$ cat config.mk
export PLATFORM = sky130hd
export DESIGN_NAME = lsr_out_buf
export DESIGN_NICKNAME = d
export VERILOG_FILES = /design/src/lsr_pkg.sv /design/src/lsr_out_buf.sv
export SDC_FILE = /design/constraint.sdc
export NUM_CORES = 1
export LEC_CHECK = 0
export BUFFER_PORTS_ARGS = -buffer_cell sky130_fd_sc_hd__buf_4
export CORE_UTILIZATION = 52
export CTS_CLUSTER_DIAMETER = 150
export DETAILED_ROUTE_END_ITERATION = 6
export PLACE_DENSITY = 0.79
export SLEW_MARGIN = 20
export SYNTH_ARGS = -nofsm -noshare
export SYNTH_HDL_FRONTEND = slang
export SYNTH_SLANG_ARGS = --single-unit
$ cat constraint.sdc
create_clock -name clk -period 4.8 [get_ports clk]
set_input_delay 0.96 -clock clk [delete_from_list [all_inputs] [get_ports clk]]
set_output_delay 0.96 -clock clk [all_outputs]
set_load 0.02 [all_outputs]
$ cat src/lsr_pkg.sv
// Shared types and constants of the LIFO stack with reverse.
package lsr_pkg;

	localparam int DEPTH_DEF      = 256;
	localparam int ELEM_BYTES_DEF = 4;

	localparam int CFG_W   = 9;
	localparam int VALUE_W = 32;
	localparam int COUNT_W = 9;
	localparam int ACT_W   = 2;

	localparam logic [CFG_W-1:0] CAP_RESET = 9'd256;

	localparam int S_TDATA_W = 32;
	localparam int S_TUSER_W = 2;
	localparam int M_TDATA_W = 80;
	localparam int M_TUSER_W = 8;

	typedef enum logic [ACT_W-1:0] {
		ACT_PUSH    = 2'd0,
		ACT_POP     = 2'd1,
		ACT_REVERSE = 2'd2
	} action_t;

	typedef enum logic [1:0] {
		ST_OK        = 2'd0,
		ST_OVERFLOW  = 2'd1,
		ST_UNDERFLOW = 2'd2
	} status_t;

	typedef struct packed {
		logic [VALUE_W-1:0] pop_value;
		status_t            status;
		logic [VALUE_W-1:0] top_value;
		logic               top_valid;
		logic [COUNT_W-1:0] count;
	} res_t;

endpackage

$ cat src/lsr_out_buf.sv
// Two-entry result buffer between the sequencer and the master side.
module lsr_out_buf (
	input  logic          clk,
	input  logic          arst_n,
	input  logic          produce,
	input  lsr_pkg::res_t res,
	output logic          room,
	output logic          m_valid,
	input  logic          m_ready,
	output lsr_pkg::res_t m_res
);

	logic          main_v_q;
	logic          skid_v_q;
	lsr_pkg::res_t main_q;
	lsr_pkg::res_t skid_q;
	logic          take;

	assign take    = main_v_q && m_ready;
	assign m_valid = main_v_q;
	assign m_res   = main_q;
	assign room    = !skid_v_q;

	always_ff @(posedge clk or negedge arst_n) begin
		if (!arst_n) begin
			main_v_q <= 1'b0;
			skid_v_q <= 1'b0;
		end else if (produce) begin
			if (!main_v_q || take) begin
				main_v_q <= 1'b1;
			end else begin
				skid_v_q <= 1'b1;
			end
		end else if (take) begin
			if (skid_v_q) begin
				skid_v_q <= 1'b0;
			end else begin
				main_v_q <= 1'b0;
			end
		end
	end

	// skid is empty whenever a new result is produced
	always_ff @(posedge clk) begin
		if (produce) begin
			if (!main_v_q || take) begin
				main_q <= res;
			end else begin
				skid_q <= res;
			end
		end else if (take && skid_v_q) begin
			main_q <= skid_q;
		end
	end

endmodule

==> results of run 1 <==
-- worst register-to-register path, delay by kind of cell, from the launching register on --
| family | cells | cell delay, ns |
|---|---|---|
| flip-flops | 1 | 0.42 |
| buffers and inverters | 1 | 0.35 |
| AND/OR/NAND/NOR | 2 | 0.95 |
-- kinds of logic after synthesis --
group	after synthesis	synth area share, %
multiplexers	76	19.1
buffers and inverters	10	2.79
flip-flops	154	77.3
AO/OA/AOI/OAI	3	0.293
AND/OR/NAND/NOR	7	0.524
-- per-layer routing --
metal / part of all wire, % / track usage, %
met2: 50 / 27.0
met3: 6.8 / 6.16
met4: 1.8 / 7.05
met1: 41 / 21.3
met5: 0 / 0
-- how the worst max path moves through the flow --
stage,endpoint,cells past startpoint
after detailed placement,m_res[49],4
after global placement,m_res[65],4
after floorplan,m_res[0],4
final,m_res[44],4
after global routing,m_res[20],4
after CTS,m_res[20],4
-- state kept, by name, indices dropped and copies added, names as in the netlist --
register / cells
m_valid: 1
skid_q: 76
skid_v_q: 1
m_res: 76
-- where the power goes --
group | total, mW | internal (mW) | leakage [nW] | switching (mW)
registers | 1.63 | 1.60 | 1.46 | 0.0289
clock network | 1.26 | 0.760 | 0.252 | 0.500
logic | 0.397 | 0.194 | 1.42 | 0.202
-- Yosys cell counts --
cell,number
a21o_1,1
a21oi_1,2
and2_1,1
buf_12,7
buf_6,2
dfrtp_1,2
edfxtp_1,152
inv_1,1
mux2_4,76
nand2_1,2
nor2_1,3
nor2b_1,1
-- through the flow --
step                      power, mW  cells  hold slack (ns)  setup slack, ns
after floorplan                1.89    250            0.526             1.04
after global placement         2.05    540            0.530             1.66
after detailed placement       2.06    540            0.534             1.63
after CTS                      3.32    572            0.297             2.07
after global routing           3.39    572            0.303             1.94
final                          3.29    572            0.317             2.09
-- final cells by class --
| type | count | share of cell area, % |
|---|---|---|
| Sequential cell | 154 | 59.4 |
| Timing Repair Buffer | 159 | 15.5 |
| Multi-Input combinational cell | 86 | 15.5 |
| Clock buffer | 20 | 5.63 |
| Tap cell | 140 | 2.26 |
| Clock inverter | 12 | 1.63 |
| Inverter | 1 | 0.0484 |
==> results.cfg, run 1 <==
[timing]
finalCriticalPeriod_ns = 2.71
rsz_0062_raised_after_global_routing = no
final.setup_skew_ns = 0.00997
timing.slew.headroom_pct = 31.7
drv_slew = 0
report.final.setup_viol = 0
layout_worst_path_cycle_share_pct = 56.5
finalHoldViolations = 0
fin_setup_tns_ns = 0
timing.fmax_mhz = 369
timing_worst_slew_pin_value_ns = 1.02

[cts]
cts.reportedPaths.clkPinSlew_ns = 0.06
root_buffer_master = clkbuf_16
clock_sinks = 154
cts-buffers-inserted = 17
cts_setup_buffers = 0
cts_hold_buffers = 0
clk_latency_ns = 0.41
cts_resized = 0
cts-htree-levels = 4
maximum_clock_path_buffer_count = 2
tritoncts = done

[power]
cellLeakagePower_nw = 3.13
power.ir.vdd_worst_uv = 258
power-per-cell-area_nw_per_um2 = 424

[finish]
multi_input_area_um2 = 1200
layout-drive-gt1-share_pct = 61.3
area_growth_pct = 30.0
nets = 499
post-route-cell-area_um2 = 7760
nFillCells = 704
layout.cells.most_common = buf_4
postLayoutCoreUtil_pct = 70.4
area.sequential_um2 = 4610
diodes_inserted = 0
most-common-layout-cells = 158 x buf_4, 152 x edfxtp_1, 76 x mux2_4

[synthesis]
netlist_area_um2 = 5970
yosysWarningCount = 0
yosys.cell_types.count = 12
syn_inst = 250
part_of_the_yosys_area_used_for_sequential_elements_pct = 77.3
synthesis.nets = 330
netlist_top_cells_area = edfxtp_1 76%, mux2_4 19%, buf_12 2.3%
syn-mean-instance-area_um2 = 23.9
netlist.area_leader.share_pct = 76.4
ys_ff_latch = 154
yosysTopAreaCell = edfxtp_1

[routing]
ant_nets = 0
firstDrtPassIters = 6
totalWireLength_um = 9650
routed_wire_length_per_instance_um = 16.9
detailed_route_vias_per_instance = 4.97
dr.first_iter.drc_count = 151
remaining_drc_errors = 0
detailroute.via_count = 2845

[global_routing]
grt_start_max_net_pins = 77
antenna_found_initial = 0
grt_first_pass_wirelength_um = 14600
overflow = 0
groute.usage.overall_pct = 17.1
grt_pass1_vias = 2859

[worst_setup_path]
critPathSlowestCell = nor2_4
worst-r2r-setup-slack_ns = 2.73
cp_data_arrival_time_ns = 2.80
setup.worst_path.start = produce
critical_path.endpoint_type = flip-flop
timing.critical_path.max_delay_family = buffers and inverters
worstPathRequired_ns = 4.89
startpoint_type = input port
critical_path_peak_fanout = 45
worstReg2RegStart = m_valid
worstPathCellList = buf_4, a21oi_1, nor2_4, buf_12
slowest_delay_ns = 0.76
reg2reg_to = m_res[44]
crit_type = in -> reg
timing.critical_path.buf_inv = 2
rr_worst_depth = 3

[placed_design]
placedInstanceArea_um2 = 7200
detailed_place_hpwl_um = 6300
port_buffers = 157
place.gp.congestion = 0.687

[floorplanning]
fp.coreArea_um2 = 11000
die-width_um = 109
initial_core_util_pct = 54.1
die_footprint_um2 = 11900
io_pins = 158
rows = 38
die_height_um = 109

[min_path]
hp_class = in -> async

[run_status]
run_status = finished, final reports clean

[run]
cap_violations = 0
Note: power is estimated with default switching activity, not from simulation.
==> run 2, diff against run 1 <==
CORE_UTILIZATION = 47   (was 52)
PLACE_DENSITY = 0.75   (was 0.79)
clock period = 2.3 ns   (was 4.8 ns; I/O delays follow)
==> run 2 against run 1 <==
  * Sequential power is 110% higher
  * Setup slack worse by 1.4 ns
  * Critical endpoint is now skid_q[37]
  * Via count is 1.4% lower
  * Die area is 10% higher
==> results.cfg, run 2 (synthesized netlist as in run 1, its figures left out) <==
[worst_setup_path]
reg2reg_to = skid_q[37]
worstReg2RegStart = m_valid
cp_data_arrival_time_ns = 1.69
crit_type = reg -> reg
critical_path.endpoint_type = flip-flop
rr_worst_depth = 3
critPathSlowestCell = dfrtp_1
worst-r2r-setup-slack_ns = 0.71
critical_path_peak_fanout = 39
worstPathCellList = nor2b_1, and2_4, buf_12
startpoint_type = flip-flop
worstPathRequired_ns = 2.40
slowest_delay_ns = 0.44
timing.critical_path.buf_inv = 1
timing.critical_path.max_delay_family = simple AND/OR/NAND/NOR gates

[global_routing]
grt_start_max_net_pins = 45
grt_first_pass_wirelength_um = 14600
groute.usage.overall_pct = 15.6
antenna_found_initial = 0
grt_pass1_vias = 2816
overflow = 0

[timing]
rsz_0062_raised_after_global_routing = no
finalCriticalPeriod_ns = 1.59
report.final.setup_viol = 0
final.setup_skew_ns = 0.00633
timing.slew.headroom_pct = 65.8
drv_slew = 0
finalHoldViolations = 0
timing.fmax_mhz = 629
layout_worst_path_cycle_share_pct = 69.1
timing_worst_slew_pin_value_ns = 0.513
setup_ws_ns = 0.710
fin_setup_tns_ns = 0

[finish]
nets = 505
most-common-layout-cells = 161 x buf_4, 152 x edfxtp_1, 76 x mux2_4
diodes_inserted = 0
area_growth_pct = 33.7
layout.cells.most_common = buf_4
layout-drive-gt1-share_pct = 61.3

[routing]
firstDrtPassIters = 4
remaining_drc_errors = 0
routed_wire_length_per_instance_um = 16.2
totalWireLength_um = 9790
dr.first_iter.drc_count = 136
detailroute.via_count = 2805
detailed_route_vias_per_instance = 4.64
ant_nets = 0

[cts]
tritoncts = done
maximum_clock_path_buffer_count = 2
clk_latency_ns = 0.41
cts-htree-levels = 4
cts_resized = 0
cts-buffers-inserted = 17
cts.reportedPaths.clkPinSlew_ns = 0.06
root_buffer_master = clkbuf_16
clock_sinks = 154
cts_setup_buffers = 0

[min_path]
holdCritStartpoint = res[13]
hold_depth = 1
min_delay_worst_endpoint = skid_q[13]
hp_class = in -> reg

[power]
cellLeakagePower_nw = 3.24
power-per-cell-area_nw_per_um2 = 924
power.ir.vdd_worst_uv = 583

[floorplanning]
rows = 40
initial_core_util_pct = 48.9
die_height_um = 115
fp.coreArea_um2 = 12200
io_pins = 158
die-width_um = 115
die_footprint_um2 = 13200

[placed_design]
place.gp.congestion = 0.691
port_buffers = 157
detailed_place_hpwl_um = 6690
dp_worst_setup_slack_ns = 0.593

[run_status]
run_status = finished, final reports clean

[run]
cap_violations = 0
## run 2: area by class of cell
cell class / count / area [um^2]
Multi-Input combinational cell: 86 / 1210
Inverter: 1 / 3.75
Sequential cell: 154 / 4610
Clock inverter: 9 / 219
Tap cell: 168 / 210
Fill cell: 861 / 4230
Clock buffer: 22 / 444
Timing Repair Buffer: 165 / 1280
## run 2: what timing repair did
item | CTS | global route
endpoints found under the hold margin | 2 | 0
hold buffers | 1 | 0
endpoints found under the setup margin | 0 | 0
## run 2: worst max path at each step
stage               slack (ns)  depth (start not counted)         end  startpoint
floorplan                -0.05                          4    m_res[0]     produce
global placement          0.62                          4  skid_q[37]     produce
detailed placement        0.59                          4  skid_q[37]     produce
CTS                       0.71                          3  skid_q[38]     m_valid
global route              0.64                          3  skid_q[37]     m_valid
finish                    0.71                          3  skid_q[37]     m_valid
## run 2: metrics by stage
step	total power, mW	instances	util [%]	hold WS (ns)	instance area, um^2
finish	7.38	605	65.4	0.235	7980
global route	7.61	605	65.4	0.215	7980
CTS	7.45	605	65.4	0.209	7980
detailed placement	4.32	573	59.8	0.244	7310
global placement	4.30	573	59.8	0.243	7310
floorplan	3.94	250	-	0.164	6000
## run 2: per-layer routing
layer	track usage (%)	vias up	share of wire, %
met2	23.7	110	47
met3	6.14	16	7.9
met5	0	-	0
met1	19.3	1339	43
li1	-	1340	-
met4	8.31	0	1.8
## run 2: power breakdown
group / internal, mW / switching, mW
logic: 0.417 / 0.426
clock network: 2.13 / 0.993
registers: 3.34 / 0.0618
total: 5.89 / 1.48
==> run 3, diff against run 2 <==
CORE_UTILIZATION = 52   (was 47)
PLACE_DENSITY = 0.79   (was 0.75)
clock period = 1.53 ns   (was 2.3 ns; I/O delays follow)
==> run 3 against run 2 <==
  * Fmax grew 15%
  * Combinational power up 54%
  * Critical path type unchanged
  * Flip-flop and latch count unchanged
  * Sequential power is 50% higher
  * Critical endpoint is now skid_q[51]
  * Count of clock-buffer cells in the layout decreased by 3
  * Clock power rose by 42%
==> results.cfg, run 3 (synthesized netlist as in run 1, its figures left out) <==
[run_status]
run_status = finished, final reports clean

[finish]
post-route-cell-area_um2 = 7970
nets = 506
final_cell_count_no_fill = 579
nFillCells = 680
most-common-layout-cells = 159 x buf_4, 152 x edfxtp_1, 76 x mux2_4
diodes_inserted = 0
layout-drive-gt1-share_pct = 62.4
postLayoutCoreUtil_pct = 72.2
area_growth_pct = 33.5
area.sequential_um2 = 4620
layout.cells.most_common = buf_4
multi_input_area_um2 = 1220

[cts]
clk_latency_ns = 0.41
tritoncts = done
clock_sinks = 154
maximum_clock_path_buffer_count = 2
root_buffer_master = clkbuf_16
cts.reportedPaths.clkPinSlew_ns = 0.06
cts-buffers-inserted = 17
cts_setup_buffers = 0
cts-htree-levels = 4

[timing]
drv_slew = 0
timing.slew.headroom_pct = 82.1
timing_worst_slew_pin_value_ns = 0.268
setup_ws_ns = 0.143
report.final.setup_viol = 0
fin_setup_tns_ns = 0
finalCriticalPeriod_ns = 1.39
rsz_0062_raised_after_global_routing = no
final.setup_skew_ns = 0.0133
final.hold.worst_slack_ns = 0.0831
layout_worst_path_cycle_share_pct = 90.7
timing.fmax_mhz = 721
finalHoldViolations = 0

[routing]
firstDrtPassIters = 5
ant_nets = 0
dr.first_iter.drc_count = 110
routed_wire_length_per_instance_um = 17.6
totalWireLength_um = 10200
detailed_route_vias_per_instance = 4.91
detailroute.via_count = 2844
remaining_drc_errors = 0

[min_path]
hp_class = in -> reg

[worst_setup_path]
cp-endpoint = skid_q[51]
critical_path.endpoint_type = flip-flop
worstPathRequired_ns = 1.62
startpoint_type = flip-flop
worstReg2RegStart = m_valid
rr_worst_depth = 3
reg2reg_to = skid_q[51]
crit_type = reg -> reg
worst-r2r-setup-slack_ns = 0.14
setup.worst_path.start = m_valid
critical_path_peak_fanout = 38
cp_data_arrival_time_ns = 1.47

[power]
cellLeakagePower_nw = 3.24
power-per-cell-area_nw_per_um2 = 1360
p_total_mw = 10.9
power.ir.vdd_worst_uv = 695

[placed_design]
placed_cells_incl_taps = 546
port_buffers = 157
place.gp.congestion = 0.705
detailed_place_hpwl_um = 6800
dp_worst_setup_slack_ns = 0.159
placedInstanceArea_um2 = 7330

[floorplanning]
fp.coreArea_um2 = 11000
initial_core_util_pct = 54.1
rows = 38
die-width_um = 109
die_height_um = 109
die_footprint_um2 = 11900
io_pins = 158

[global_routing]
groute.usage.overall_pct = 17.7
antenna_found_initial = 0
grt_pass1_vias = 2912
grt_first_pass_wirelength_um = 15200
grt_start_max_net_pins = 49
overflow = 0

[run]
cap_violations = 0
-- run 3: cell count changes in the layout (fill, tap and decap cells not counted), sizes merged --
| cell | delta |
|---|---|
| clkinvlp | +3 |
| inv | +1 |
| clkinv | +2 |
| clkbuf | -3 |
| bufinv | -2 |
| buf | +1 |
-- run 3: worst max-delay path: stages, from the launching register on --
cell and delay (ns):
dfrtp_2 0.42, nor2b_4 0.21, and2_4 0.19, buf_12 0.22
-- run 3: cell type report --
cell class | instances | share of cell area, %
timing repair buffer | 166 | 16.6
clock buffer | 19 | 5.43
clock inverter | 13 | 2.50
multi-input combinational | 86 | 15.3
tap | 140 | 2.20
inverter | 1 | 0.0471
sequential | 154 | 57.9
-- run 3: worst min path at each step --
| stage | start | to | slack [ns] | cells past startpoint |
|---|---|---|---|---|
| 2_1_floorplan | arst_n | m_valid | 0.01 | 0 |
| 3_3_place_gp | arst_n | skid_v_q | 0.09 | 1 |
| 3_5_place_dp | arst_n | skid_v_q | 0.09 | 1 |
| 4_1_cts | res[12] | skid_q[12] | 0.07 | 1 |
| 5_1_grt | res[14] | skid_q[14] | 0.06 | 1 |
| 6_report | res[12] | skid_q[12] | 0.08 | 1 |
-- run 3: where the power goes --
part | internal [mW] | switching, mW | total (mW)
registers | 5.03 | 0.0952 | 5.12
logic | 0.653 | 0.651 | 1.30
clock network | 2.88 | 1.55 | 4.43
-- run 3: repair_timing --
action | 4_1_cts | 5_1_grt
endpoints found under the hold margin | 2 | 0
hold buffers | 1 | 0
gates resized for setup | 0 | 0
-- run 3: per-layer routing --
metal  up-vias  part of all wire [%]  GRT usage (%)
met3         6                   9.2           7.29
li1       1341                     -              -
met1      1367                    43           22.6
met4         0                  0.85           7.05
met5         -                     0              0
met2       130                    47           27.0
