==> config.mk <==
export PLATFORM = sky130hd
export DESIGN_NAME = lsr_ctrl
export DESIGN_NICKNAME = d
export VERILOG_FILES = /design/src/lsr_pkg.sv /design/src/lsr_ctrl.sv
export SDC_FILE = /design/constraint.sdc
export NUM_CORES = 1
export LEC_CHECK = 0
export BUFFER_PORTS_ARGS = -buffer_cell sky130_fd_sc_hd__buf_2
export CORE_MARGIN = 1
export CORE_UTILIZATION = 43
export CTS_CLUSTER_SIZE = 30
export DETAILED_ROUTE_END_ITERATION = 6
export HOLD_SLACK_MARGIN = 0.02
export PLACE_DENSITY = 0.8
export SETUP_SLACK_MARGIN = 0.5
export SYNTH_ARGS = -nofsm -noshare
export SYNTH_HDL_FRONTEND = slang
export SYNTH_SLANG_ARGS = --single-unit
==> constraint.sdc <==
create_clock -name clk -period 11.3 [get_ports clk]
set_input_delay 1.695 -clock clk [delete_from_list [all_inputs] [get_ports clk]]
set_output_delay 1.695 -clock clk [all_outputs]
set_load 0.1 [all_outputs]
==> src/lsr_pkg.sv <==
// Shared types and constants of the LIFO stack with reverse.
package lsr_pkg;

	localparam int DEPTH_DEF      = 256;
	localparam int ELEM_BYTES_DEF = 4;

	localparam int CFG_W   = 9;
	localparam int VALUE_W = 32;
	localparam int COUNT_W = 9;
	localparam int ACT_W   = 2;

	localparam logic [CFG_W-1:0] CAP_RESET = 9'd256;

	localparam int S_TDATA_W = 32;
	localparam int S_TUSER_W = 2;
	localparam int M_TDATA_W = 80;
	localparam int M_TUSER_W = 8;

	typedef enum logic [ACT_W-1:0] {
		ACT_PUSH    = 2'd0,
		ACT_POP     = 2'd1,
		ACT_REVERSE = 2'd2
	} action_t;

	typedef enum logic [1:0] {
		ST_OK        = 2'd0,
		ST_OVERFLOW  = 2'd1,
		ST_UNDERFLOW = 2'd2
	} status_t;

	typedef struct packed {
		logic [VALUE_W-1:0] pop_value;
		status_t            status;
		logic [VALUE_W-1:0] top_value;
		logic               top_valid;
		logic [COUNT_W-1:0] count;
	} res_t;

endpackage

==> src/lsr_ctrl.sv <==
// Stack sequencer: fill count, cached top, pop refill and reverse swap loop.
module lsr_ctrl #(
	parameter int DEPTH = lsr_pkg::DEPTH_DEF,
	parameter int EW    = 8 * lsr_pkg::ELEM_BYTES_DEF,
	parameter int AW    = $clog2(DEPTH)
) (
	input  logic                        clk,
	input  logic                        arst_n,
	input  logic                        cfg_we,
	input  logic [lsr_pkg::CFG_W-1:0]   cfg_wdata,
	input  logic                        in_valid,
	output logic                        in_ready,
	input  logic [lsr_pkg::ACT_W-1:0]   in_action,
	input  logic [lsr_pkg::VALUE_W-1:0] in_value,
	input  logic                        out_room,
	output logic                        produce,
	output lsr_pkg::res_t               res,
	output logic                        mem_we,
	output logic [AW-1:0]               mem_waddr,
	output logic [EW-1:0]               mem_wdata,
	output logic                        mem_re,
	output logic [AW-1:0]               mem_raddr_a,
	output logic [AW-1:0]               mem_raddr_b,
	input  logic [EW-1:0]               mem_rdata_a,
	input  logic [EW-1:0]               mem_rdata_b
);

	localparam int FW = $clog2(DEPTH + 1);
	localparam int CW = (FW > lsr_pkg::CFG_W) ? FW : lsr_pkg::CFG_W;

	typedef enum logic [3:0] {
		S_IDLE = 4'b0001,
		S_POP  = 4'b0010,
		S_WLO  = 4'b0100,
		S_WHI  = 4'b1000
	} state_t;

	state_t                    state_q, state_d;
	logic [FW-1:0]             fill_q, fill_d;
	logic [EW-1:0]             top_q, top_d;
	logic [AW-1:0]             lo_q, lo_d;
	logic [AW-1:0]             hi_q, hi_d;
	logic [lsr_pkg::CFG_W-1:0] cap_q;

	logic          accept;
	logic          full;
	logic [FW-1:0] fill_m1;
	logic [FW-1:0] fill_m2;
	logic [FW-1:0] fill_p1;
	logic [CW-1:0] fill_x;
	logic [63:0]   in_wide;
	logic [EW-1:0] in_elem;
	logic [AW-1:0] lo_n;
	logic [AW-1:0] hi_n;
	logic          first_pair;

	function automatic logic [lsr_pkg::VALUE_W-1:0] to_val(input logic [EW-1:0] e);
		logic [63:0] w;
		w = 64'(e);
		return w[lsr_pkg::VALUE_W-1:0];
	endfunction

	function automatic logic [lsr_pkg::COUNT_W-1:0] to_cnt(input logic [FW-1:0] f);
		logic [CW-1:0] w;
		w = CW'(f);
		return w[lsr_pkg::COUNT_W-1:0];
	endfunction

	assign in_ready   = (state_q == S_IDLE) && out_room;
	assign accept     = in_valid && in_ready;
	assign fill_m1    = fill_q - FW'(1);
	assign fill_m2    = fill_q - FW'(2);
	assign fill_p1    = fill_q + FW'(1);
	assign fill_x     = CW'(fill_q);
	assign full       = (fill_x >= CW'(cap_q)) || (fill_x >= CW'(DEPTH));
	assign in_wide    = 64'(in_value);
	assign in_elem    = in_wide[EW-1:0];
	assign lo_n       = lo_q + AW'(1);
	assign hi_n       = hi_q - AW'(1);
	assign first_pair = (hi_q == fill_m1[AW-1:0]);

	always_comb begin
		state_d     = state_q;
		fill_d      = fill_q;
		top_d       = top_q;
		lo_d        = lo_q;
		hi_d        = hi_q;
		produce     = 1'b0;
		mem_we      = 1'b0;
		mem_waddr   = '0;
		mem_wdata   = '0;
		mem_re      = 1'b0;
		mem_raddr_a = '0;
		mem_raddr_b = '0;

		res.pop_value = '0;
		res.status    = lsr_pkg::ST_OK;
		res.top_value = (fill_q != '0) ? to_val(top_q) : '0;
		res.top_valid = (fill_q != '0);
		res.count     = to_cnt(fill_q);

		unique case (state_q)
			S_IDLE: begin
				if (accept) begin
					unique case (lsr_pkg::action_t'(in_action))
						lsr_pkg::ACT_PUSH: begin
							produce = 1'b1;
							if (full) begin
								res.status = lsr_pkg::ST_OVERFLOW;
							end else begin
								mem_we        = 1'b1;
								mem_waddr     = fill_q[AW-1:0];
								mem_wdata     = in_elem;
								fill_d        = fill_p1;
								top_d         = in_elem;
								res.top_value = to_val(in_elem);
								res.top_valid = 1'b1;
								res.count     = to_cnt(fill_p1);
							end
						end
						lsr_pkg::ACT_POP: begin
							if (fill_q == '0) begin
								produce    = 1'b1;
								res.status = lsr_pkg::ST_UNDERFLOW;
							end else begin
								fill_d = fill_m1;
								if (fill_q == FW'(1)) begin
									produce       = 1'b1;
									res.pop_value = to_val(top_q);
									res.top_value = '0;
									res.top_valid = 1'b0;
									res.count     = '0;
								end else begin
									mem_re      = 1'b1;
									mem_raddr_a = fill_m2[AW-1:0];
									state_d     = S_POP;
								end
							end
						end
						lsr_pkg::ACT_REVERSE: begin
							if (fill_q < FW'(2)) begin
								produce = 1'b1;
							end else begin
								mem_re      = 1'b1;
								mem_raddr_a = '0;
								mem_raddr_b = fill_m1[AW-1:0];
								lo_d        = '0;
								hi_d        = fill_m1[AW-1:0];
								state_d     = S_WLO;
							end
						end
						default: begin
							produce = 1'b1;
						end
					endcase
				end
			end
			S_POP: begin
				// old top still cached; new top arrives from memory
				produce       = 1'b1;
				top_d         = mem_rdata_a;
				res.pop_value = to_val(top_q);
				res.top_value = to_val(mem_rdata_a);
				res.top_valid = 1'b1;
				state_d       = S_IDLE;
			end
			S_WLO: begin
				mem_we    = 1'b1;
				mem_waddr = lo_q;
				mem_wdata = mem_rdata_b;
				state_d   = S_WHI;
			end
			S_WHI: begin
				mem_we    = 1'b1;
				mem_waddr = hi_q;
				mem_wdata = mem_rdata_a;
				if (first_pair) begin
					top_d = mem_rdata_a;
				end
				if (lo_n < hi_n) begin
					mem_re      = 1'b1;
					mem_raddr_a = lo_n;
					mem_raddr_b = hi_n;
					lo_d        = lo_n;
					hi_d        = hi_n;
					state_d     = S_WLO;
				end else begin
					produce       = 1'b1;
					res.top_value = to_val(first_pair ? mem_rdata_a : top_q);
					res.top_valid = 1'b1;
					state_d       = S_IDLE;
				end
			end
			default: begin
				state_d = S_IDLE;
			end
		endcase
	end

	always_ff @(posedge clk or negedge arst_n) begin
		if (!arst_n) begin
			state_q <= S_IDLE;
			fill_q  <= '0;
			cap_q   <= lsr_pkg::CAP_RESET;
		end else begin
			state_q <= state_d;
			fill_q  <= fill_d;
			if (cfg_we) begin
				cap_q <= cfg_wdata;
			end
		end
	end

	always_ff @(posedge clk) begin
		top_q <= top_d;
		lo_q  <= lo_d;
		hi_q  <= hi_d;
	end

endmodule

==> summary.md, run 1 <==
| Metric | Value |
|---|---|
| Fin util | 54.6% |
| Setup Crit Path Kind | flip-flop to primary output |
| CP endpoint kind | primary output |
| Total congestion overflow | 0 |
| Via count | 8049 |
| Root Buffer | clkbuf_16 |
| Pre-Repair DR Iteration Count | 7 |
| Syn Std Cell Area | 7000 um2 |
| Final setup violation count | 0 |
| Compound-gate portion of the synthesized area | 29.4% |
| Failing checks | DRC |
| Post-Syn Area per Cell | 8.13 um2 |
| Worst IR Drop VDD | 0.253 mV |
| Initial core utilization | 44.1% |
| Yosys top cell by area | edfxtp_1 |
| Final cycle utilization of the critical path | 57.6% |
| Static Leak | 0.00428 uW |
| Hold WC Path Type | flip-flop to flip-flop |
| Max-Cap Viols | 0 |
| CTS Buffer Depth | 2 |
| Clock Latency Late Sink | 0.34 ns |
| Post-Layout Cell Count | 1280 |
| Die Ht | 130 um |
| F_max | 0.154 GHz |
| RSZ-0062 raised after global routing | false |
| Ys Warns | 0 |
| Hold WS | 0.513 ns |
| Hold_buf cts | 0 |
| Min cycle time layout | 6.51 ns |
| Worst path required time | 9.61 ns |
| CTS Sinks | 70 |
| Worst Path Max Fanout | 19 |
| Num CTS Buffers | 9 |
| Slew Viols, Final | 0 |
| WL/cell | 19.9 um |
| Drt initial violations | 1143 |
| Nets | 1199 |
| Buffers and inverters on the worst path | 2 |
| Mapped Cells | 861 |
| Most frequent cells in the layout | buf_2, inv_1, nand2_1 |
| Die footprint | 16800 um2 |
| Pwr/cell area | 200 nW/um2 |
| Main combinational cell family by area after synthesis | compound AO/OA/AOI/OAI gates |
| First-pass GRT wire length | 38400 um |
| Largest delay share family, worst path | compound AO/OA/AOI/OAI gates |
| Initial antenna violation count | 0 |
| CTS tree | built |
| CP startpoint kind | flip-flop |
| Number of I/O pins | 248 |
| Residual DRC | 12 |
| CP peak stage delay | 0.92 ns |
| Commonest non-fill, non-tap cell in the layout | buf_2 |
| Post-synth EDFFs | 48 |
| Worst rel slew slack | 24.2% |
| Global Route Usage Sum | 29.6% |
| Ranking of synthesized cells by area | edfxtp_1, dfrtp_1, a222oi_1 |
| Die W | 130 um |
| Yosys cell types | 64 |
| Post-synth top flop | edfxtp_1 |
| Final Skew | 0.00423 ns |
| Post-synth top area share | 20.6% |
| Outcome | complete, but fails checks |
| Core area | 15900 um2 |
| IO Port Bufs | 247 |
| Tot Pwr | 1730 uW |
| Placed insts | 1264 |
| Slew @ Worst Pin | 1.13 ns |
| Vias in the first global route | 6995 |
| Crit path DAT | 4.82 ns |
| Worst-path clk slew | 0.06 ns |
| Antenna-violating nets left | 0 |
| Post-CTS setup buffers | 0 |
| Final-report hold violation count | 0 |
| Share of cells above drive strength 1 | 27.8% |
| Number of synthesized register bits | 70 |
| Ys async rst share | 31.4% |
| XOR/XNOR Fraction of Synth Area | 4.76% |
| Net Count, Synth | 1001 |
| Post-cts gate resize count | 0 |
| Layout area overhead | 23.9% |
| H-tree depth | 3 |
| Adder-Cell Fraction of Synth Area | 5.15% |
| Critical-path cell list | inv_1 > ha_1 > nand2_1 > nor3_1 > xnor2_1 > ha_1 > and4_1 > o21ai_0 > o211ai_1 > nand2_1 > a31oi_1 > o22a_1 > o21ai_0 > buf_2 |
| DPL Wire Length | 18000 um |
| Sequential fraction of the synthesis area | 28.5% |
| Post-Synth Simple-Gate Area | 21.1% |
| N_diodes | 0 |
| Row cnt | 46 |
| Largest net degree at the start of global routing | 77 |
| Slowest CP cell | o211ai_1 |
| Mux share of post-synthesis cell area | 1.48% |
| Wirelength, routed | 25500 um |
| Fin Setup TNS | 0 ns |
| Routability congestion estimate | 0.949 |
| Via-per-instance ratio | 6.29 |
==> cell families (layout without fill, tap and decap cells) <==
kind of cell | count (synthesis) | after routing
fa+ha+maj | 29 | 29
xor+xnor | 38 | 38
mux | 10 | 10
buf+inv | 168 | 371
flops | 70 | 70
compound gates | 275 | 275
simple gates | 271 | 271
==> Yosys cell counts, drive strengths merged, types with 6 or more instances <==
library cell	instances
inv	97
nor2	52
buf	22
clkbuf	49
o21ai	59
a221o	32
a21boi	12
xor2	8
nor3	21
nand3	29
mux2i	7
ha	28
o31ai	18
and4	12
nor4b	6
a222oi	39
o22ai	15
dfrtp	20
a21oi	29
a221oi	13
and3	25
a22oi	22
edfxtp	48
xnor2	30
nand2	60
a32oi	11
and2	39
o211ai	6
==> final cells by class <==
class                   instances  area, um2
multi-input cells             623       4390
fillers                      1479       7220
clock inverters                 2       35.0
repair buffers                258       1320
flip-flops and latches         70       1990
well taps                     216        270
clock buffers                  14        297
inverters                      97        364
==> flip-flops by register name, summed over array words and instances, names as in the netlist <==
name	flops
fill_q	9
top_q	32
state_q	4
hi_q	8
cap_q	9
lo_q	8
==> routing by layer <==
layer  wire length [um]  track usage [%]  vias up
li1                   -                -     3662
met1              10200             39.5     3759
met2              11800             46.1      573
met3               2780             7.14       55
met4                741             11.8        0
met5                  0                0        -
==> tightest hold or removal path, stage by stage, from the launching register on <==
cell	delay, ns
dfstp_2	0.36
inv_1	0.06
o21ai_0	0.09
==> per-stage QoR <==
stage | setup slack (ns) | cell area, um2
4_1_cts | 4.85 | 8670
2_1_floorplan | 3.32 | 7000
6_report | 4.79 | 8670
3_5_place_dp | 5.17 | 8340
5_1_grt | 4.36 | 8670
3_3_place_gp | 5.20 | 8340
==> power by group <==
part	switching, uW	internal [uW]
Combinational	775	242
Clock	112	204
Sequential	78.3	318
==> final timing paths <==
path / startpoint / to / slack (ns) / cells past startpoint
max in group asynchronous: arst_n / state_q[0] / 9.60 / 1
max: hi_q[0] / res[21] / 4.79 / 14
min in group asynchronous: arst_n / cap_q[0] / 1.33 / 1
min reg2reg: cap_q[8] / cap_q[8] / 0.51 / 2
max reg2reg: hi_q[0] / hi_q[3] / 7.01 / 12
min: cap_q[8] / cap_q[8] / 0.51 / 2
Note: power is estimated with default switching activity, not from simulation.
==> run 2, diff against run 1 <==
==> constraint.sdc (replaced) <==
create_clock -name clk -period 6.6 [get_ports clk]
set_input_delay 0.99 -clock clk [delete_from_list [all_inputs] [get_ports clk]]
set_output_delay 0.99 -clock clk [all_outputs]
set_load 0.1 [all_outputs]
==> run 2 against run 1 <==
The flow now finishes without violations. Critical path type unchanged. Count of clock-buffer cells in the layout fell by 5. Die area did not move. Global-route usage shrank 0.49 points. Sequential cell count unchanged. Core utilization down 0.16 points. Cell area shrank 0.29%. Clock skew rose by 0.0037 ns. Cell count barely moved.
==> summary.md, run 2 (synthesis gave the netlist of run 1 again) <==
| Metric | Value |
|---|---|
| Total congestion overflow | 0 |
| Final cycle utilization of the critical path | 83.5% |
| IO Port Bufs | 247 |
| Row cnt | 46 |
| Root Buffer | clkbuf_16 |
| Die footprint | 16800 um2 |
| Critical-path cell list | inv_1 > ha_1 > nand2_1 > xor2_1 > ha_1 > a211o_1 > o211ai_1 > o211ai_1 > a21oi_1 > nand2_1 > o211a_1 > a32oi_1 > buf_2 |
| Nets | 1200 |
| Via-per-instance ratio | 6.26 |
| Share of cells above drive strength 1 | 28.0% |
| CTS tree | built |
| CP startpoint kind | flip-flop |
| Layout area overhead | 23.5% |
| Core area | 15900 um2 |
| CP endpoint kind | primary output |
| Worst rel slew slack | 16.3% |
| Placed insts | 1265 |
| Worst-path clk slew | 0.06 ns |
| Global Route Usage Sum | 29.1% |
| Buffers and inverters on the worst path | 2 |
| Hold WC Path Type | flip-flop to flip-flop |
| Final Skew | 0.00795 ns |
| Worst Path Max Fanout | 19 |
| Clock share of power | 17.0% |
| Met3 global-route usage | 5.45% |
| Slowest CP cell | nand2_1 |
| First-pass GRT wire length | 37800 um |
| Slew @ Worst Pin | 1.25 ns |
| CP Capture Point | res[35] |
| Num CTS Buffers | 9 |
| Slew Viols, Final | 0 |
| RSZ-0062 raised after global routing | false |
| R2R depth | 11 |
| Largest delay share family, worst path | compound AO/OA/AOI/OAI gates |
| Post-cts gate resize count | 0 |
| Post-CTS setup buffers | 0 |
| WP depth | 13 |
| Worst path required time | 5.61 ns |
| Initial core utilization | 44.1% |
| WL/cell | 20.1 um |
| Via count | 8015 |
| RR Endpoint | lo_q[7] |
| Largest net degree at the start of global routing | 77 |
| Number of I/O pins | 248 |
| Worst IR Drop VDD | 0.346 mV |
| Power share of the combinational group | 59.8% |
| Worst Setup SP | hi_q[0] |
| CTS Sinks | 70 |
| Final setup violation count | 0 |
| Area occupied by multi-input gates | 4390 um2 |
| Pre-Repair DR Iteration Count | 7 |
| CTS Buffer Depth | 2 |
| Sw frac | 57.1% |
| Wirelength, routed | 25700 um |
| CP peak stage delay | 0.51 ns |
| GR peak layer | met2 |
| Initial antenna violation count | 0 |
| Vias in the first global route | 6926 |
| Sw Pwr | 1670 uW |
| Min cycle time layout | 5.51 ns |
| Most flops, register | top_q |
| Reg2reg setup slack | 2.60 ns |
| Antenna-violating nets left | 0 |
| Clock Latency Late Sink | 0.35 ns |
| DPL Wire Length | 18000 um |
| Post-Layout Cell Count | 1281 |
| Residual DRC | 0 |
| Fill count | 1513 |
| Hold_buf cts | 0 |
| RR Startpoint | hi_q[0] |
| H-tree depth | 3 |
| Final-report hold violation count | 0 |
| Die Ht | 130 um |
| Outcome | completed |
| Max-Cap Viols | 0 |
| Setup Crit Path Kind | flip-flop to primary output |
| Met1 Resource Use GR | 39.8% |
| Pwr/cell area | 339 nW/um2 |
| Commonest non-fill, non-tap cell in the layout | buf_2 |
| FF+latch area | 1990 um2 |
| Crit path DAT | 4.52 ns |
| Max reg flops | 32 |
| Hold WS | 0.524 ns |
| Global routing usage on met2 | 44.2% |
| Routability congestion estimate | 0.992 |
| Most frequent cells in the layout | buf_2, inv_1, nand2_1 |
| N_diodes | 0 |
| Static Leak | 0.00425 uW |
| F_max | 0.182 GHz |
| Design internal power | 1260 uW |
| Seq pwr share | 23.3% |
| Drt initial violations | 1053 |
| Biggest regs | top_q x32, cap_q x9, fill_q x9 |
| Die W | 130 um |
run 2: cell count changes in the layout (fill, tap and decap cells not counted):
| cell | change |
|---|---|
| clkinvlp_4 | +3 |
| clkbuf_1 | -2 |
| clkbuf_16 | -2 |
| buf_4 | +1 |
| clkbuf_8 | -1 |
| clkinv_1 | +1 |
| clkinv_2 | -1 |
| clkinv_4 | +1 |
| inv_6 | +1 |
run 2: power groups by stage:
stage                     sequential, uW  clock, uW  combinational [uW]
after CTS                            674        503                1730
after global routing                 687        521                1850
after detailed placement             682          0                1720
after global placement               682          0                1710
after floorplan                      600          0                1460
final                                681        497                1750
run 2: how the worst min path moves through the flow:
stage / from / end / cells after the start
2_1_floorplan: cap_q[8] / cap_q[8] / 2
3_3_place_gp: cap_q[8] / cap_q[8] / 2
3_5_place_dp: cap_q[0] / cap_q[0] / 1
4_1_cts: cap_q[0] / cap_q[0] / 1
5_1_grt: cap_q[0] / cap_q[0] / 1
6_report: cap_q[0] / cap_q[0] / 1
run 2: worst register-to-register path, cell delays in order, from the launching register on:
cell,delay [ns]
edfxtp_1,0.46
inv_1,0.12
ha_1,0.24
nand2_1,0.10
xor2_1,0.30
ha_1,0.31
a211o_1,0.27
o211ai_1,0.11
o211ai_1,0.12
a21oi_1,0.34
nand2_1,0.51
nand2_1,0.74
run 2: cell type report:
cell class,count,area share (%)
inverter,97,4.21
timing repair buffer,259,15.3
tap,216,3.13
clock buffer,9,2.61
clock inverter,7,0.854
multi-input combinational,623,50.8
sequential,70,23.1
run 2: per-layer routing:
layer  wire length [um]  up-vias
li1                   -     3662
met1              10700     3737
met2              11400      545
met3               2580       71
met4                934        0
met5                  0        -
run 2: stage by stage:
| step | TNS [ns] | area, um2 | power (uW) | worst slack, ns | utilization (%) |
|---|---|---|---|---|---|
| after floorplan | -0.595 | 7000 | 2060 | -0.119 | - |
| after global placement | 0 | 8350 | 2390 | 1.73 | 52.5 |
| after detailed placement | 0 | 8350 | 2410 | 1.63 | 52.5 |
| after CTS | 0 | 8640 | 2910 | 1.24 | 54.4 |
| after global routing | 0 | 8640 | 3060 | 0.875 | 54.4 |
| final | 0 | 8640 | 2930 | 1.09 | 54.4 |
==> run 3, diff against run 2 <==
--- a/config.mk
+++ b/config.mk
@@ -11,7 +11,7 @@
 export CTS_CLUSTER_SIZE = 30
 export DETAILED_ROUTE_END_ITERATION = 6
 export HOLD_SLACK_MARGIN = 0.02
-export PLACE_DENSITY = 0.8
+export PLACE_DENSITY = 0.82
 export SETUP_SLACK_MARGIN = 0.5
 export SYNTH_ARGS = -nofsm -noshare
 export SYNTH_HDL_FRONTEND = slang
==> constraint.sdc (replaced) <==
create_clock -name clk -period 4.5 [get_ports clk]
set_input_delay 0.675 -clock clk [delete_from_list [all_inputs] [get_ports clk]]
set_output_delay 0.675 -clock clk [all_outputs]
set_load 0.1 [all_outputs]
==> run 3 against run 2 <==
Core utilization rose by 17 points. Sequential cell count did not move. Clock skew barely moved. Highest routed layer is now met5. The flow now finishes with violations (DRC). Sequential share of layout area fell by 5.4 points. Global-route usage rose by 4.6 points. Critical path type unchanged. Sequential power rose by 37%. Die area did not move.
==> summary.md, run 3 (synthesis gave the netlist of run 1 again) <==
| Metric | Value |
|---|---|
| CTS Sinks | 70 |
| Number of I/O pins | 248 |
| Worst-path clk slew | 0.06 ns |
| Die Ht | 130 um |
| Failing checks | DRC |
| Reg2reg setup slack | 1.04 ns |
| DP Area | 9700 um2 |
| Drt initial violations | 1430 |
| Crit path DAT | 3.53 ns |
| Layout area overhead | 61.1% |
| Most flops, register | top_q |
| Initial antenna violation count | 1 |
| IO Port Bufs | 247 |
| Via-per-instance ratio | 6.64 |
| Fin util | 71.0% |
| Hold_buf cts | 0 |
| Fin area | 11300 um2 |
| Biggest regs | top_q x32, cap_q x9, fill_q x9 |
| DP Worst Slack | 0.00660 ns |
| Worst path required time | 3.83 ns |
| Post-Layout Cell Count | 1355 |
| Largest net degree at the start of global routing | 77 |
| Final setup violation count | 0 |
| Clock Latency Late Sink | 0.35 ns |
| Nets | 1273 |
| Final cycle utilization of the critical path | 93.4% |
| WL/cell | 23.2 um |
| RR Endpoint | lo_q[5] |
| Vias in the first global route | 7961 |
| Share of cells above drive strength 1 | 44.9% |
| Num CTS Buffers | 9 |
| Outcome | complete, but fails checks |
| Fin Setup TNS | 0 ns |
| Antenna-violating nets left | 0 |
| Core area | 15900 um2 |
| First-pass GRT wire length | 43600 um |
| Worst IR Drop VDD | 0.333 mV |
| Placed insts | 1290 |
| Area occupied by multi-input gates | 5520 um2 |
| CTS tree | built |
| Worst Path Max Fanout | 5 |
| R2R depth | 12 |
| Min cycle time layout | 4.20 ns |
| Wirelength, routed | 31400 um |
| CTS Buffer Depth | 2 |
| RSZ-0062 raised after global routing | true |
| Max reg flops | 32 |
| Die footprint | 16800 um2 |
| DPL Wire Length | 19600 um |
| Die W | 130 um |
| Initial core utilization | 44.1% |
| Static Leak | 0.00504 uW |
| Worst Setup SP | lo_q[1] |
| Fill count | 1110 |
| FF+latch area | 2000 um2 |
| CP startpoint kind | flip-flop |
| CP endpoint kind | primary output |
| CP Capture Point | res[13] |
| Routability congestion estimate | 0.954 |
| Setup Crit Path Kind | flip-flop to primary output |
| RR Startpoint | lo_q[1] |
| Global Route Usage Sum | 33.7% |
| Worst rel slew slack | 29.0% |
| Total congestion overflow | 0 |
| Final Worst Setup Slack | 0.296 ns |
| Slew Viols, Final | 0 |
| H-tree depth | 3 |
| Residual DRC | 35 |
| Root Buffer | clkbuf_16 |
| F_max | 0.238 GHz |
| Row cnt | 46 |
| Pwr/cell area | 477 nW/um2 |
| Slew @ Worst Pin | 1.06 ns |
| Max-Cap Viols | 0 |
| Via count | 8998 |
| Hold WC Path Type | primary input to asynchronous set/reset pin |
| Final Skew | 0.00774 ns |
| Final-report hold violation count | 0 |
| Commonest non-fill, non-tap cell in the layout | buf_2 |
| Pre-Repair DR Iteration Count | 7 |
| Most frequent cells in the layout | buf_2, inv_1, buf_4 |
## run 3: cell type report
cell class              instances  area share (%)
diodes                          1          0.0222
repair buffers                329            25.2
clock buffers                  10            2.03
well taps                     216            2.40
clock inverters                 6           0.466
flip-flops and latches         70            17.7
inverters                      97            3.23
multi-input cells             626            48.9
## run 3: timing repair
item,CTS,global route
pin swaps,27,20
setup buffers,24,16
cloned,2,6
hold endpoints to repair,0,0
endpoints found under the setup margin,62,95
gates resized for setup,88,118
## run 3: power breakdown
group | switching (uW) | total, uW | internal, uW
combinational | 2450 | 3740 | 1290
sequential | 129 | 930 | 801
clock | 288 | 710 | 422
## run 3: worst min-delay path by stage
stage,startpoint,slack [ns],to
floorplan,arst_n,0.38,cap_q[0]
global placement,cap_q[8],0.51,cap_q[8]
detailed placement,cap_q[8],0.51,cap_q[8]
finish,arst_n,0.29,fill_q[0]
CTS,arst_n,0.30,fill_q[0]
global route,arst_n,0.34,fill_q[0]
## run 3: worst max-delay path, cell delays in order (launching register included)
cell	delay, ns
edfxtp_1	0.44
and3_4	0.21
nand3_2	0.14
xor2_2	0.21
inv_1	0.08
ha_1	0.29
and4_1	0.18
o21ai_2	0.07
o211ai_1	0.28
buf_4	0.21
buf_6	0.12
nand3_1	0.14
a21oi_2	0.22
nor2_1	0.11
a32oi_4	0.26
buf_12	0.21
## run 3: stage by stage
stage / hold slack [ns] / total power, uW
final: 0.286 / 5380
after global routing: 0.340 / 5560
after CTS: 0.301 / 5080
after detailed placement: 0.511 / 4250
after global placement: 0.506 / 4200
after floorplan: 0.379 / 3270
## run 3: per-layer routing
layer  global-route usage [%]  part of all wire [%]  vias up
met5                        0                 0.041        -
met4                     14.1                   4.2        2
met3                     8.96                    13      137
met2                     53.1                    47      764
met1                     43.7                    36     4282
li1                         -                     -     3813
